File: src/dmpid_pkg.sv
package dmpid_pkg;

	// Integral accumulator width (signed).
	localparam int ACC_WIDTH = 32;

	localparam int PULSE_W   = 16;
	localparam int ELAPSED_W = 16;
	localparam int TARGET_W  = 16;
	localparam int GAIN_W    = 32;
	localparam int DUTY_W    = 8;
	localparam int CFG_W     = 32;
	localparam int CFG_IDX_W = 2;

	localparam int SPEED_SCALE = 1000;
	localparam int FRAC_W      = 16;
	localparam int DUTY_MAX    = 255;

	// Dividend of the speed division: pulses * 1000.
	localparam int DVD_W = $clog2(((1 << PULSE_W) - 1) * SPEED_SCALE + 1);
	localparam int DIV_CNT_W = $clog2(DVD_W);

	// Error, derivative and integral update widths.
	localparam int ERR_W  = DVD_W + 1;
	localparam int DER_W  = ERR_W + 1;
	localparam int ISUM_W = ((ACC_WIDTH > ERR_W) ? ACC_WIDTH : ERR_W) + 1;
	localparam int VAL_W  = (ACC_WIDTH > DER_W) ? ACC_WIDTH : DER_W;

	// The multiplier takes the operand magnitude in chunks of CHUNK_W bits.
	localparam int CHUNK_W     = 16;
	localparam int NCHUNK      = (VAL_W + CHUNK_W - 1) / CHUNK_W;
	localparam int MAG_PAD_W   = NCHUNK * CHUNK_W;
	localparam int CHUNK_IDX_W = (NCHUNK > 1) ? $clog2(NCHUNK) : 1;
	localparam int PROD_W      = GAIN_W + CHUNK_W;
	localparam int SUM_W       = GAIN_W + MAG_PAD_W + 3;
	localparam int NUM_TERMS   = 3;

	localparam logic [TARGET_W-1:0] TARGET_RST = TARGET_W'(50);
	localparam logic [GAIN_W-1:0]   GAIN_P_RST = GAIN_W'(1638400);
	localparam logic [GAIN_W-1:0]   GAIN_I_RST = GAIN_W'(983040);
	localparam logic [GAIN_W-1:0]   GAIN_D_RST = GAIN_W'(1966);

	localparam logic signed [ACC_WIDTH-1:0] IMAX = {1'b0, {(ACC_WIDTH-1){1'b1}}};
	localparam logic signed [ACC_WIDTH-1:0] IMIN = {1'b1, {(ACC_WIDTH-1){1'b0}}};

	typedef enum logic [CFG_IDX_W-1:0] {
		CFG_TARGET,
		CFG_GAIN_P,
		CFG_GAIN_I,
		CFG_GAIN_D
	} cfg_reg_t;

	typedef enum logic [1:0] {
		TERM_P,
		TERM_I,
		TERM_D
	} term_t;

	typedef enum logic [3:0] {
		S_IDLE,
		S_DIV,
		S_DIV_WAIT,
		S_INTEG,
		S_ABS,
		S_MAC,
		S_DRAIN,
		S_CLAMP,
		S_OUT
	} pid_state_t;

	typedef struct packed {
		logic                   clear;
		logic                   step;
		logic                   neg;
		logic [CHUNK_IDX_W-1:0] shift;
	} mac_cmd_t;

endpackage

File: src/dmpid_in_if.sv
interface dmpid_in_if;
	import dmpid_pkg::*;

	logic                 valid;
	logic                 ready;
	logic [PULSE_W-1:0]   pulses_left;
	logic [PULSE_W-1:0]   pulses_right;
	logic [ELAPSED_W-1:0] elapsed_ms;

	modport source (output valid, output pulses_left, output pulses_right,
		output elapsed_ms, input ready);
	modport sink (input valid, input pulses_left, input pulses_right,
		input elapsed_ms, output ready);
endinterface

File: src/dmpid_out_if.sv
interface dmpid_out_if;
	import dmpid_pkg::*;

	logic              valid;
	logic              ready;
	logic [DUTY_W-1:0] duty_left;
	logic [DUTY_W-1:0] duty_right;

	modport source (output valid, output duty_left, output duty_right, input ready);
	modport sink (input valid, input duty_left, input duty_right, output ready);
endinterface

File: src/dual_motor_pid_speed_control_unit.sv
// Dual-motor PID speed controller.
// Channel ticks carries one control tick: the encoder pulse counts of both
// motors and the milliseconds since the previous tick (zero is taken as one).
// Channel duties returns one transaction per tick with both PWM duties, 0..255.
// Both channels transfer when valid and ready are high at a rising clock edge.
// The configuration port writes target speed and the three Q16.16 gains at
// the edge where cfg_we is high; write it only while the block is idle.
// Per motor a restoring divider computes the speed, then a shared 32x16
// multiplier with accumulator forms the three gain products.
// The block takes one tick at a time; ready on ticks returns once the
// result is loaded into the output register.
// If the receiver stalls, the finished result waits in the sequencer and
// ticks stays not ready until the output register frees up.
// Reset restores the register defaults (target 50, gains 25.0, 15.0, 0.03)
// and clears both integrators and previous errors.
module dual_motor_pid_speed_control_unit (
	input  logic                            clk,
	input  logic                            arst_n,
	input  logic                            cfg_we,
	input  logic [dmpid_pkg::CFG_IDX_W-1:0] cfg_index,
	input  logic [dmpid_pkg::CFG_W-1:0]     cfg_data,
	dmpid_in_if.sink                        ticks,
	dmpid_out_if.source                     duties
);
	import dmpid_pkg::*;

	pid_state_t state_q;
	pid_state_t state_d;

	logic [TARGET_W-1:0] target_q;
	logic [GAIN_W-1:0]   gain_p_q;
	logic [GAIN_W-1:0]   gain_i_q;
	logic [GAIN_W-1:0]   gain_d_q;

	logic                        motor_q;
	term_t                       term_q;
	logic [CHUNK_IDX_W-1:0]      chunk_q;
	logic signed [ACC_WIDTH-1:0] integral_q [2];
	logic signed [ERR_W-1:0]     prev_err_q [2];
	logic                        out_valid_q;

	logic [PULSE_W-1:0]          left_q;
	logic [PULSE_W-1:0]          right_q;
	logic [ELAPSED_W-1:0]        elapsed_q;
	logic signed [ERR_W-1:0]     err_q;
	logic signed [ACC_WIDTH-1:0] integ_q;
	logic signed [DER_W-1:0]     deriv_q;
	logic [MAG_PAD_W-1:0]        mag_q [NUM_TERMS];
	logic                        neg_q [NUM_TERMS];
	logic [DUTY_W-1:0]           duty_left_q;
	logic [DUTY_W-1:0]           duty_right_q;
	logic [DUTY_W-1:0]           out_left_q;
	logic [DUTY_W-1:0]           out_right_q;

	logic                        div_start;
	logic                        div_done;
	logic [DVD_W-1:0]            dividend;
	logic [DVD_W-1:0]            speed;
	logic [ERR_W-1:0]            err_raw;
	logic signed [ISUM_W-1:0]    isum;
	logic signed [ACC_WIDTH-1:0] integ_new;
	logic signed [DER_W-1:0]     deriv_new;
	logic signed [VAL_W-1:0]     val [NUM_TERMS];
	mac_cmd_t                    mac_cmd;
	logic [GAIN_W-1:0]           gain_sel;
	logic [MAG_PAD_W-1:0]        mag_sel;
	logic                        neg_sel;
	logic [CHUNK_W-1:0]          operand;
	logic                        mac_last;
	logic [SUM_W-1:0]            mac_acc;
	logic [DUTY_W-1:0]           duty_new;
	logic                        out_load;

	// Configuration registers.
	always_ff @(posedge clk or negedge arst_n) begin
		if (!arst_n) begin
			target_q <= TARGET_RST;
			gain_p_q <= GAIN_P_RST;
			gain_i_q <= GAIN_I_RST;
			gain_d_q <= GAIN_D_RST;
		end else if (cfg_we) begin
			unique case (cfg_index)
				CFG_TARGET: target_q <= cfg_data[TARGET_W-1:0];
				CFG_GAIN_P: gain_p_q <= cfg_data[GAIN_W-1:0];
				CFG_GAIN_I: gain_i_q <= cfg_data[GAIN_W-1:0];
				CFG_GAIN_D: gain_d_q <= cfg_data[GAIN_W-1:0];
				default: ;
			endcase
		end
	end

	// Speed division.
	assign dividend = (motor_q ? DVD_W'(right_q) : DVD_W'(left_q)) * DVD_W'(SPEED_SCALE);

	dmpid_div u_div (
		.clk      (clk),
		.arst_n   (arst_n),
		.start    (div_start),
		.dividend (dividend),
		.divisor  (elapsed_q),
		.done     (div_done),
		.quotient (speed)
	);

	// Error, saturated integral and derivative.
	assign err_raw = ERR_W'(target_q) - ERR_W'(speed);
	assign isum = ISUM_W'(integral_q[motor_q]) + ISUM_W'(err_q);
	assign deriv_new = DER_W'(err_q) - DER_W'(prev_err_q[motor_q]);

	always_comb begin
		priority if (isum > ISUM_W'(IMAX)) begin
			integ_new = IMAX;
		end else if (isum < ISUM_W'(IMIN)) begin
			integ_new = IMIN;
		end else begin
			integ_new = isum[ACC_WIDTH-1:0];
		end
	end

	assign val[0] = VAL_W'(err_q);
	assign val[1] = VAL_W'(integ_q);
	assign val[2] = VAL_W'(deriv_q);

	// Operand selection for the shared multiplier.
	always_comb begin
		unique case (term_q)
			TERM_P: begin
				gain_sel = gain_p_q;
				mag_sel  = mag_q[0];
				neg_sel  = neg_q[0];
			end
			TERM_I: begin
				gain_sel = gain_i_q;
				mag_sel  = mag_q[1];
				neg_sel  = neg_q[1];
			end
			TERM_D: begin
				gain_sel = gain_d_q;
				mag_sel  = mag_q[2];
				neg_sel  = neg_q[2];
			end
			default: begin
				gain_sel = '0;
				mag_sel  = '0;
				neg_sel  = 1'b0;
			end
		endcase
	end

	assign operand  = mag_sel[chunk_q * CHUNK_W +: CHUNK_W];
	assign mac_last = (term_q == TERM_D) && (chunk_q == CHUNK_IDX_W'(NCHUNK - 1));

	dmpid_mac u_mac (
		.clk     (clk),
		.arst_n  (arst_n),
		.cmd     (mac_cmd),
		.gain    (gain_sel),
		.operand (operand),
		.acc     (mac_acc)
	);

	// A negative sum gives zero; anything at or above 256.0 clamps to 255.
	always_comb begin
		priority if (mac_acc[SUM_W-1]) begin
			duty_new = '0;
		end else if (|mac_acc[SUM_W-2:FRAC_W+DUTY_W]) begin
			duty_new = DUTY_W'(DUTY_MAX);
		end else begin
			duty_new = mac_acc[FRAC_W+DUTY_W-1:FRAC_W];
		end
	end

	// Sequencer.
	always_ff @(posedge clk or negedge arst_n) begin
		if (!arst_n) begin
			state_q <= S_IDLE;
		end else begin
			state_q <= state_d;
		end
	end

	always_comb begin
		state_d     = state_q;
		ticks.ready = 1'b0;
		div_start   = 1'b0;
		mac_cmd     = '0;
		out_load    = 1'b0;
		unique case (state_q)
			S_IDLE: begin
				ticks.ready = 1'b1;
				if (ticks.valid) begin
					state_d = S_DIV;
				end
			end
			S_DIV: begin
				div_start = 1'b1;
				state_d   = S_DIV_WAIT;
			end
			S_DIV_WAIT: begin
				if (div_done) begin
					state_d = S_INTEG;
				end
			end
			S_INTEG: begin
				state_d = S_ABS;
			end
			S_ABS: begin
				mac_cmd.clear = 1'b1;
				state_d       = S_MAC;
			end
			S_MAC: begin
				mac_cmd.step  = 1'b1;
				mac_cmd.neg   = neg_sel;
				mac_cmd.shift = chunk_q;
				if (mac_last) begin
					state_d = S_DRAIN;
				end
			end
			S_DRAIN: begin
				state_d = S_CLAMP;
			end
			S_CLAMP: begin
				state_d = motor_q ? S_OUT : S_DIV;
			end
			S_OUT: begin
				if (!out_valid_q || duties.ready) begin
					out_load = 1'b1;
					state_d  = S_IDLE;
				end
			end
			default: begin
				state_d = S_IDLE;
			end
		endcase
	end

	// Control counters, controller state and the output valid.
	always_ff @(posedge clk or negedge arst_n) begin
		if (!arst_n) begin
			motor_q       <= 1'b0;
			term_q        <= TERM_P;
			chunk_q       <= '0;
			integral_q[0] <= '0;
			integral_q[1] <= '0;
			prev_err_q[0] <= '0;
			prev_err_q[1] <= '0;
			out_valid_q   <= 1'b0;
		end else begin
			if (out_load) begin
				out_valid_q <= 1'b1;
			end else if (duties.ready) begin
				out_valid_q <= 1'b0;
			end
			unique case (state_q)
				S_IDLE: begin
					motor_q <= 1'b0;
				end
				S_INTEG: begin
					integral_q[motor_q] <= integ_new;
					prev_err_q[motor_q] <= err_q;
				end
				S_ABS: begin
					term_q  <= TERM_P;
					chunk_q <= '0;
				end
				S_MAC: begin
					if (chunk_q == CHUNK_IDX_W'(NCHUNK - 1)) begin
						chunk_q <= '0;
						unique case (term_q)
							TERM_P:  term_q <= TERM_I;
							TERM_I:  term_q <= TERM_D;
							default: term_q <= TERM_P;
						endcase
					end else begin
						chunk_q <= chunk_q + 1'b1;
					end
				end
				S_CLAMP: begin
					motor_q <= ~motor_q;
				end
				default: ;
			endcase
		end
	end

	// Datapath registers.
	always_ff @(posedge clk) begin
		if (ticks.valid && ticks.ready) begin
			left_q    <= ticks.pulses_left;
			right_q   <= ticks.pulses_right;
			elapsed_q <= (ticks.elapsed_ms == '0) ? ELAPSED_W'(1) : ticks.elapsed_ms;
		end
		if (state_q == S_DIV_WAIT && div_done) begin
			err_q <= err_raw;
		end
		if (state_q == S_INTEG) begin
			integ_q <= integ_new;
			deriv_q <= deriv_new;
		end
		if (state_q == S_ABS) begin
			for (int i = 0; i < NUM_TERMS; i++) begin
				neg_q[i] <= val[i][VAL_W-1];
				mag_q[i] <= MAG_PAD_W'(val[i][VAL_W-1] ? (~val[i] + 1'b1) : val[i]);
			end
		end
		if (state_q == S_CLAMP) begin
			if (motor_q) begin
				duty_right_q <= duty_new;
			end else begin
				duty_left_q <= duty_new;
			end
		end
		if (out_load) begin
			out_left_q  <= duty_left_q;
			out_right_q <= duty_right_q;
		end
	end

	assign duties.valid      = out_valid_q;
	assign duties.duty_left  = out_left_q;
	assign duties.duty_right = out_right_q;

	a_div_done_in_wait: assert property (@(posedge clk) disable iff (!arst_n)
		div_done |-> state_q == S_DIV_WAIT)
		else $error("divider finished outside of the wait state");

	a_busy_after_accept: assert property (@(posedge clk) disable iff (!arst_n)
		(ticks.valid && ticks.ready) |=> !ticks.ready)
		else $error("ticks stayed ready after accepting a transaction");

	a_result_from_out_state: assert property (@(posedge clk) disable iff (!arst_n)
		$rose(duties.valid) |-> $past(state_q) == S_OUT)
		else $error("result became valid without passing the output state");
endmodule

File: src/dmpid_div.sv
module dmpid_div (
	input  logic                            clk,
	input  logic                            arst_n,
	input  logic                            start,
	input  logic [dmpid_pkg::DVD_W-1:0]     dividend,
	input  logic [dmpid_pkg::ELAPSED_W-1:0] divisor,
	output logic                            done,
	output logic [dmpid_pkg::DVD_W-1:0]     quotient
);
	import dmpid_pkg::*;

	logic                 busy_q;
	logic                 done_q;
	logic [DIV_CNT_W-1:0] cnt_q;
	logic [ELAPSED_W-1:0] rem_q;
	logic [ELAPSED_W-1:0] dvs_q;
	logic [DVD_W-1:0]     quo_q;
	logic [ELAPSED_W:0]   shifted;
	logic [ELAPSED_W:0]   trial;
	logic                 fits;
	logic                 last;

	// One restoring step per cycle: the dividend shifts out of the top of quo_q
	// while quotient bits shift in at the bottom.
	assign shifted = {rem_q, quo_q[DVD_W-1]};
	assign trial   = shifted - {1'b0, dvs_q};
	assign fits    = ~trial[ELAPSED_W];
	assign last    = (cnt_q == DIV_CNT_W'(DVD_W - 1));

	always_ff @(posedge clk or negedge arst_n) begin
		if (!arst_n) begin
			busy_q <= 1'b0;
			done_q <= 1'b0;
			cnt_q  <= '0;
		end else begin
			done_q <= busy_q && last;
			if (start) begin
				busy_q <= 1'b1;
				cnt_q  <= '0;
			end else if (busy_q) begin
				cnt_q <= cnt_q + 1'b1;
				if (last) begin
					busy_q <= 1'b0;
				end
			end
		end
	end

	always_ff @(posedge clk) begin
		if (start) begin
			rem_q <= '0;
			quo_q <= dividend;
			dvs_q <= divisor;
		end else if (busy_q) begin
			rem_q <= fits ? trial[ELAPSED_W-1:0] : shifted[ELAPSED_W-1:0];
			quo_q <= {quo_q[DVD_W-2:0], fits};
		end
	end

	assign done     = done_q;
	assign quotient = quo_q;
endmodule

File: src/dmpid_mac.sv
module dmpid_mac (
	input  logic                          clk,
	input  logic                          arst_n,
	input  dmpid_pkg::mac_cmd_t           cmd,
	input  logic [dmpid_pkg::GAIN_W-1:0]  gain,
	input  logic [dmpid_pkg::CHUNK_W-1:0] operand,
	output logic [dmpid_pkg::SUM_W-1:0]   acc
);
	import dmpid_pkg::*;

	logic                   valid_s1;
	logic [PROD_W-1:0]      prod_s1;
	logic                   neg_s1;
	logic [CHUNK_IDX_W-1:0] shift_s1;
	logic [SUM_W-1:0]       acc_q;
	logic [SUM_W-1:0]       term;
	logic [SUM_W-1:0]       addend;

	// A negative term is added as its one's complement with a carry in.
	assign term   = SUM_W'(prod_s1) << (CHUNK_W * shift_s1);
	assign addend = term ^ {SUM_W{neg_s1}};

	always_ff @(posedge clk or negedge arst_n) begin
		if (!arst_n) begin
			valid_s1 <= 1'b0;
		end else begin
			valid_s1 <= cmd.step;
		end
	end

	always_ff @(posedge clk) begin
		if (cmd.step) begin
			prod_s1  <= PROD_W'(gain) * PROD_W'(operand);
			neg_s1   <= cmd.neg;
			shift_s1 <= cmd.shift;
		end
		if (cmd.clear) begin
			acc_q <= '0;
		end else if (valid_s1) begin
			acc_q <= acc_q + addend + SUM_W'(neg_s1);
		end
	end

	assign acc = acc_q;
endmodule

File: src/flat_wrapper.sv
// flat-port wrapper written by rule: the top's interface ports become plain ports
module dual_motor_pid_speed_control_unit_flat import dmpid_pkg::*;
  (clk, arst_n, cfg_we, cfg_index, cfg_data, ticks_valid, ticks_pulses_left, ticks_pulses_right, ticks_elapsed_ms, ticks_ready, duties_valid, duties_duty_left, duties_duty_right, duties_ready);
  dmpid_in_if ticks_i ();
  dmpid_out_if duties_i ();
  input  logic clk;
  input  logic arst_n;
  input  logic cfg_we;
  input  logic [dmpid_pkg::CFG_IDX_W-1:0] cfg_index;
  input  logic [dmpid_pkg::CFG_W-1:0] cfg_data;
  input wire logic [$bits(ticks_i.valid)-1:0] ticks_valid;
  input wire logic [$bits(ticks_i.pulses_left)-1:0] ticks_pulses_left;
  input wire logic [$bits(ticks_i.pulses_right)-1:0] ticks_pulses_right;
  input wire logic [$bits(ticks_i.elapsed_ms)-1:0] ticks_elapsed_ms;
  output wire logic [$bits(ticks_i.ready)-1:0] ticks_ready;
  output wire logic [$bits(duties_i.valid)-1:0] duties_valid;
  output wire logic [$bits(duties_i.duty_left)-1:0] duties_duty_left;
  output wire logic [$bits(duties_i.duty_right)-1:0] duties_duty_right;
  input wire logic [$bits(duties_i.ready)-1:0] duties_ready;
  assign ticks_i.valid = ticks_valid;
  assign ticks_i.pulses_left = ticks_pulses_left;
  assign ticks_i.pulses_right = ticks_pulses_right;
  assign ticks_i.elapsed_ms = ticks_elapsed_ms;
  assign ticks_ready = ticks_i.ready;
  assign duties_valid = duties_i.valid;
  assign duties_duty_left = duties_i.duty_left;
  assign duties_duty_right = duties_i.duty_right;
  assign duties_i.ready = duties_ready;
  dual_motor_pid_speed_control_unit u_core (.clk(clk), .arst_n(arst_n), .cfg_we(cfg_we), .cfg_index(cfg_index), .cfg_data(cfg_data), .ticks(ticks_i), .duties(duties_i));
endmodule
File: config.mk
export PLATFORM = sky130hd
export DESIGN_NAME = dual_motor_pid_speed_control_unit_flat
export DESIGN_NICKNAME = d
export VERILOG_FILES = /design/src/dmpid_pkg.sv /design/src/dmpid_in_if.sv /design/src/dmpid_out_if.sv /design/src/dual_motor_pid_speed_control_unit.sv /design/src/dmpid_div.sv /design/src/dmpid_mac.sv /design/src/flat_wrapper.sv
export SDC_FILE = /design/constraint.sdc
export NUM_CORES = 2
export LEC_CHECK = 0
export BUFFER_PORTS_ARGS = -buffer_cell sky130_fd_sc_hd__buf_2
export CAP_MARGIN = 0
export CORE_UTILIZATION = 50
export CTS_CLUSTER_SIZE = 24
export DETAILED_ROUTE_END_ITERATION = 8
export GPL_TIMING_DRIVEN = 0
export PLACE_DENSITY_LB_ADDON = 0.15
export SLEW_MARGIN = 15
export SYNTH_ARGS = -nofsm -noshare
export SYNTH_HDL_FRONTEND = slang
export SYNTH_SLANG_ARGS = --single-unit
File: constraint.sdc
create_clock -name clk -period 17.3 [get_ports clk]
set_clock_uncertainty 0.2 [all_clocks]
set_input_delay 1.73 -clock clk [delete_from_list [all_inputs] [get_ports clk]]
set_output_delay 1.73 -clock clk [all_outputs]
set_load 0.02 [all_outputs]
==> impl_metrics.py <==
metrics = {
    "yosys": {
        "synth_top_area_share_pct": 19.1,
        "ys_ff_latch": 688,
        "synth.top_cells.by_area": "edfxtp_1, fa_1, dfrtp_1",
        "synth_xor_area_share_pct": 5.27,
        "netlist_area_sq_um": 55700,
        "synth_compound_area_share_pct": 10.9,
        "synth_fa_ha_area_share_pct": 24.7,
        "syn_avg_cell_area_sq_um": 10.1,
        "yosysTopAreaCell": "edfxtp_1",
        "synth_cells": 5504,
        "synth-simple-area-share_pct": 11.6,
        "synth_top_family_by_area": "adder cells",
        "synth.area.mux_share_pct": 8.26,
        "ys_warn_count": 0,
        "synth_flop_cell": "edfxtp_1",
        "async_flop_share_pct": 35.9,
        "synth_seq_area_share_pct": 33.4,
        "ys_types": 92,
        "synth-edff-count": 355,
    },
    "setup_path": {
        "crit_top_cell": "fa_1",
        "critPathKind": "reg -> reg",
        "max_stage_delay_ps": 950,
        "start_kind": "register",
        "worstSetupEndpointType": "register",
        "crit_arrival_ps": 11540,
        "crit_slowest_cell": "a21oi_1",
        "r2r_cells": 30,
        "worstPathRequired_ps": 17500,
        "cp_max_fo": 10,
    },
    "cells_and_area": {
        "fill_cells": 9918,
        "mostFrequentLayoutCells": "inv_1, nand2_1, fa_1, nor2_1, edfxtp_1",
        "areaGrowthSynthToFinish_pct": 9.93,
        "final_layout_size_suffix_gt1_share_pct": 10.2,
        "nets": 6608,
        "fin_util_pct": 55.4,
        "mostFrequentLayoutCell": "inv_1",
    },
    "sta": {
        "hold_viol": 0,
        "post-route-min-period_ps": 11330,
        "setup_viol": 0,
        "tightest_slew_ps": 1240,
        "slew_viol_final": 0,
        "layout_setup_ws_ps": 5970,
        "tns_ps": 0,
        "max_slew_margin_pct": 17.2,
        "rsz0062_at_grt": "no",
        "timing.final.crit_share_pct": 65.5,
        "fmax_mhz": 88.2,
    },
    "place": {
        "globalplace.congestion": 0.960,
        "pre_cts_slack_ps": 6110,
        "portBuffers": 104,
        "dp_hpwl_mm": 122,
    },
    "clock_tree": {
        "cts-root-buf": "clkbuf_16",
        "cts_sinks": 688,
        "cts_max_level": 3,
        "path_clk_slew_ps": 60,
        "cts.repair.resized": 0,
        "numCtsBuffers": 82,
        "clk_latency_ps": 670,
        "cts_tree": "built",
        "clockBufferDepth": 3,
        "post_cts_buffers": 0,
        "hold_buffers": 0,
    },
    "routing": {
        "drt_iter0_markers": 2945,
        "wirelength_mm": 153,
        "drcViolationCount": 0,
        "wl_per_cell_um": 21.0,
        "ant_nets": 0,
        "firstDrtPassIters": 6,
        "via_per_inst": 5.62,
        "vias": 40900,
    },
    "floorplanning": {
        "rows": 122,
        "dieArea_sq_um": 113000,
        "core-area_sq_um": 111000,
        "die_h_um": 336,
        "die_w_um": 336,
        "ios": 105,
        "start_util_pct": 50.4,
    },
    "status": {
        "outcome": "finished clean",
    },
    "worst_hold_path": {
        "hold_path_class": "reg -> reg",
        "hold_depth": 0,
    },
    "flow_run": {
        "maxCapViolCount": 0,
    },
    "global_route": {
        "grt-ovfl-total": 0,
        "grt_antenna_before_repair": 11,
        "grt_first_pass_wirelength_mm": 234,
        "grt_pass1_vias": 40100,
        "grt.total_usage_pct": 27.2,
        "grt_max_degree": 107,
    },
}
cell usage after synthesis, drive strengths merged (8+ instances only):
master and n:
dfxtp 86, inv 624, ha 334, nand2b 92, xnor2 260, a21boi 15, o41ai 17, o31ai 35
dfstp 18, clkbuf 211, xor2 75, nor4 27, a31oi 32, buf 40, nand4 39, dfrtp 229
nand3 67, o21bai 28, a41oi 8, o21ai 243, a21oi 259, or4 17, nand2 508, nor2 441
o211ai 35, o21a 56, mux2 257, or2 18, edfxtp 355, a211oi 35, a21o 107, nor2b 35
o22ai 11, or3 33, and3 24, o2111ai 9, and2 32, fa 477, mux2i 169, nor3 52
metrics by stage:
step | hold WS [ps] | area, sq um | cells
floorplan | 200 | 55700 | 5512
global placement | 203 | 58100 | 7104
detailed placement | 205 | 58300 | 7114
CTS | 218 | 61200 | 7267
global route | 222 | 61200 | 7267
finish | 216 | 61200 | 7269
registers in the layout (all words and copies together), names as in the netlist, 16 cells and up:
name / flops
u_core.u_div.rem_q: 16
u_core.u_div.quotient: 26
u_core.integral_q: 64
u_core.left_q: 16
u_core.integ_q: 32
u_core.u_div.dvs_q: 16
u_core.err_q: 27
u_core.prev_err_q: 54
u_core.gain_i_q: 32
u_core.u_mac.acc: 67
u_core.gain_p_q: 32
u_core.mag_q: 96
u_core.elapsed_q: 16
u_core.target_q: 16
u_core.u_mac.prod_s1: 48
u_core.right_q: 16
u_core.deriv_q: 28
u_core.gain_d_q: 32
cells by family after synthesis:
logic type               after synthesis
other                                  1
AO/OA/AOI/OAI                        955
multiplexers                         426
adder cells (fa/ha/maj)              811
buffers and inverters                875
flip-flops                           688
XOR/XNOR                             335
AND/OR/NAND/NOR                     1413
critical path: cells and delay by family, from the launching register on:
family | cells | cell delay [ps]
compound gates | 12 | 4010
fa+ha+maj | 7 | 3520
buf+inv | 7 | 2300
simple gates | 2 | 350
flops | 1 | 320
mux | 1 | 270
xor+xnor | 1 | 90
final cells by class:
cell class	instances	area, sq um	share of cell area (%)
repair buffers	114	736	1.20
multi-input cells	3949	33900	55.4
well taps	1488	1860	3.04
diodes	2	5.00	0.00818
inverters	624	2340	3.83
plain buffers	251	963	1.57
flip-flops and latches	688	18600	30.4
clock inverters	46	583	0.953
clock buffers	107	2250	3.67
path summary, 6_finish.rpt:
path	from	end	slack, ps
worst max-delay path	u_core.term_q[0]$_DFFE_PN0P_	u_core.u_mac.prod_s1[44]$_DFFE_PP_	5970
worst min-delay path	u_core.elapsed_q[9]$_SDFFCE_PN0P_	u_core.u_div.dvs_q[9]$_DFFE_PP_	220
worst max register to register	u_core.term_q[0]$_DFFE_PN0P_	u_core.u_mac.prod_s1[44]$_DFFE_PP_	5970
worst min register to register	u_core.elapsed_q[9]$_SDFFCE_PN0P_	u_core.u_div.dvs_q[9]$_DFFE_PP_	220
max in group asynchronous	arst_n	u_core.target_q[1]$_DFFE_PN1P_	14670
min in group asynchronous	arst_n	u_core.integral_q[31]$_DFFE_PN0P_	820
metal layers:
metal  part of all wire, %  vias to the layer above  global-route usage, %
met5                 0.041                        -                      0
met4                   3.5                       10                   9.43
met3                   6.1                      261                   4.17
met2                    47                     1187                   44.9
met1                    43                    20300                   36.4
li1                      -                    19100                      -
Power is left out: the tool's default activity adds up to more than one toggle a clock period on the data nets, which glitch-free logic cannot reach.
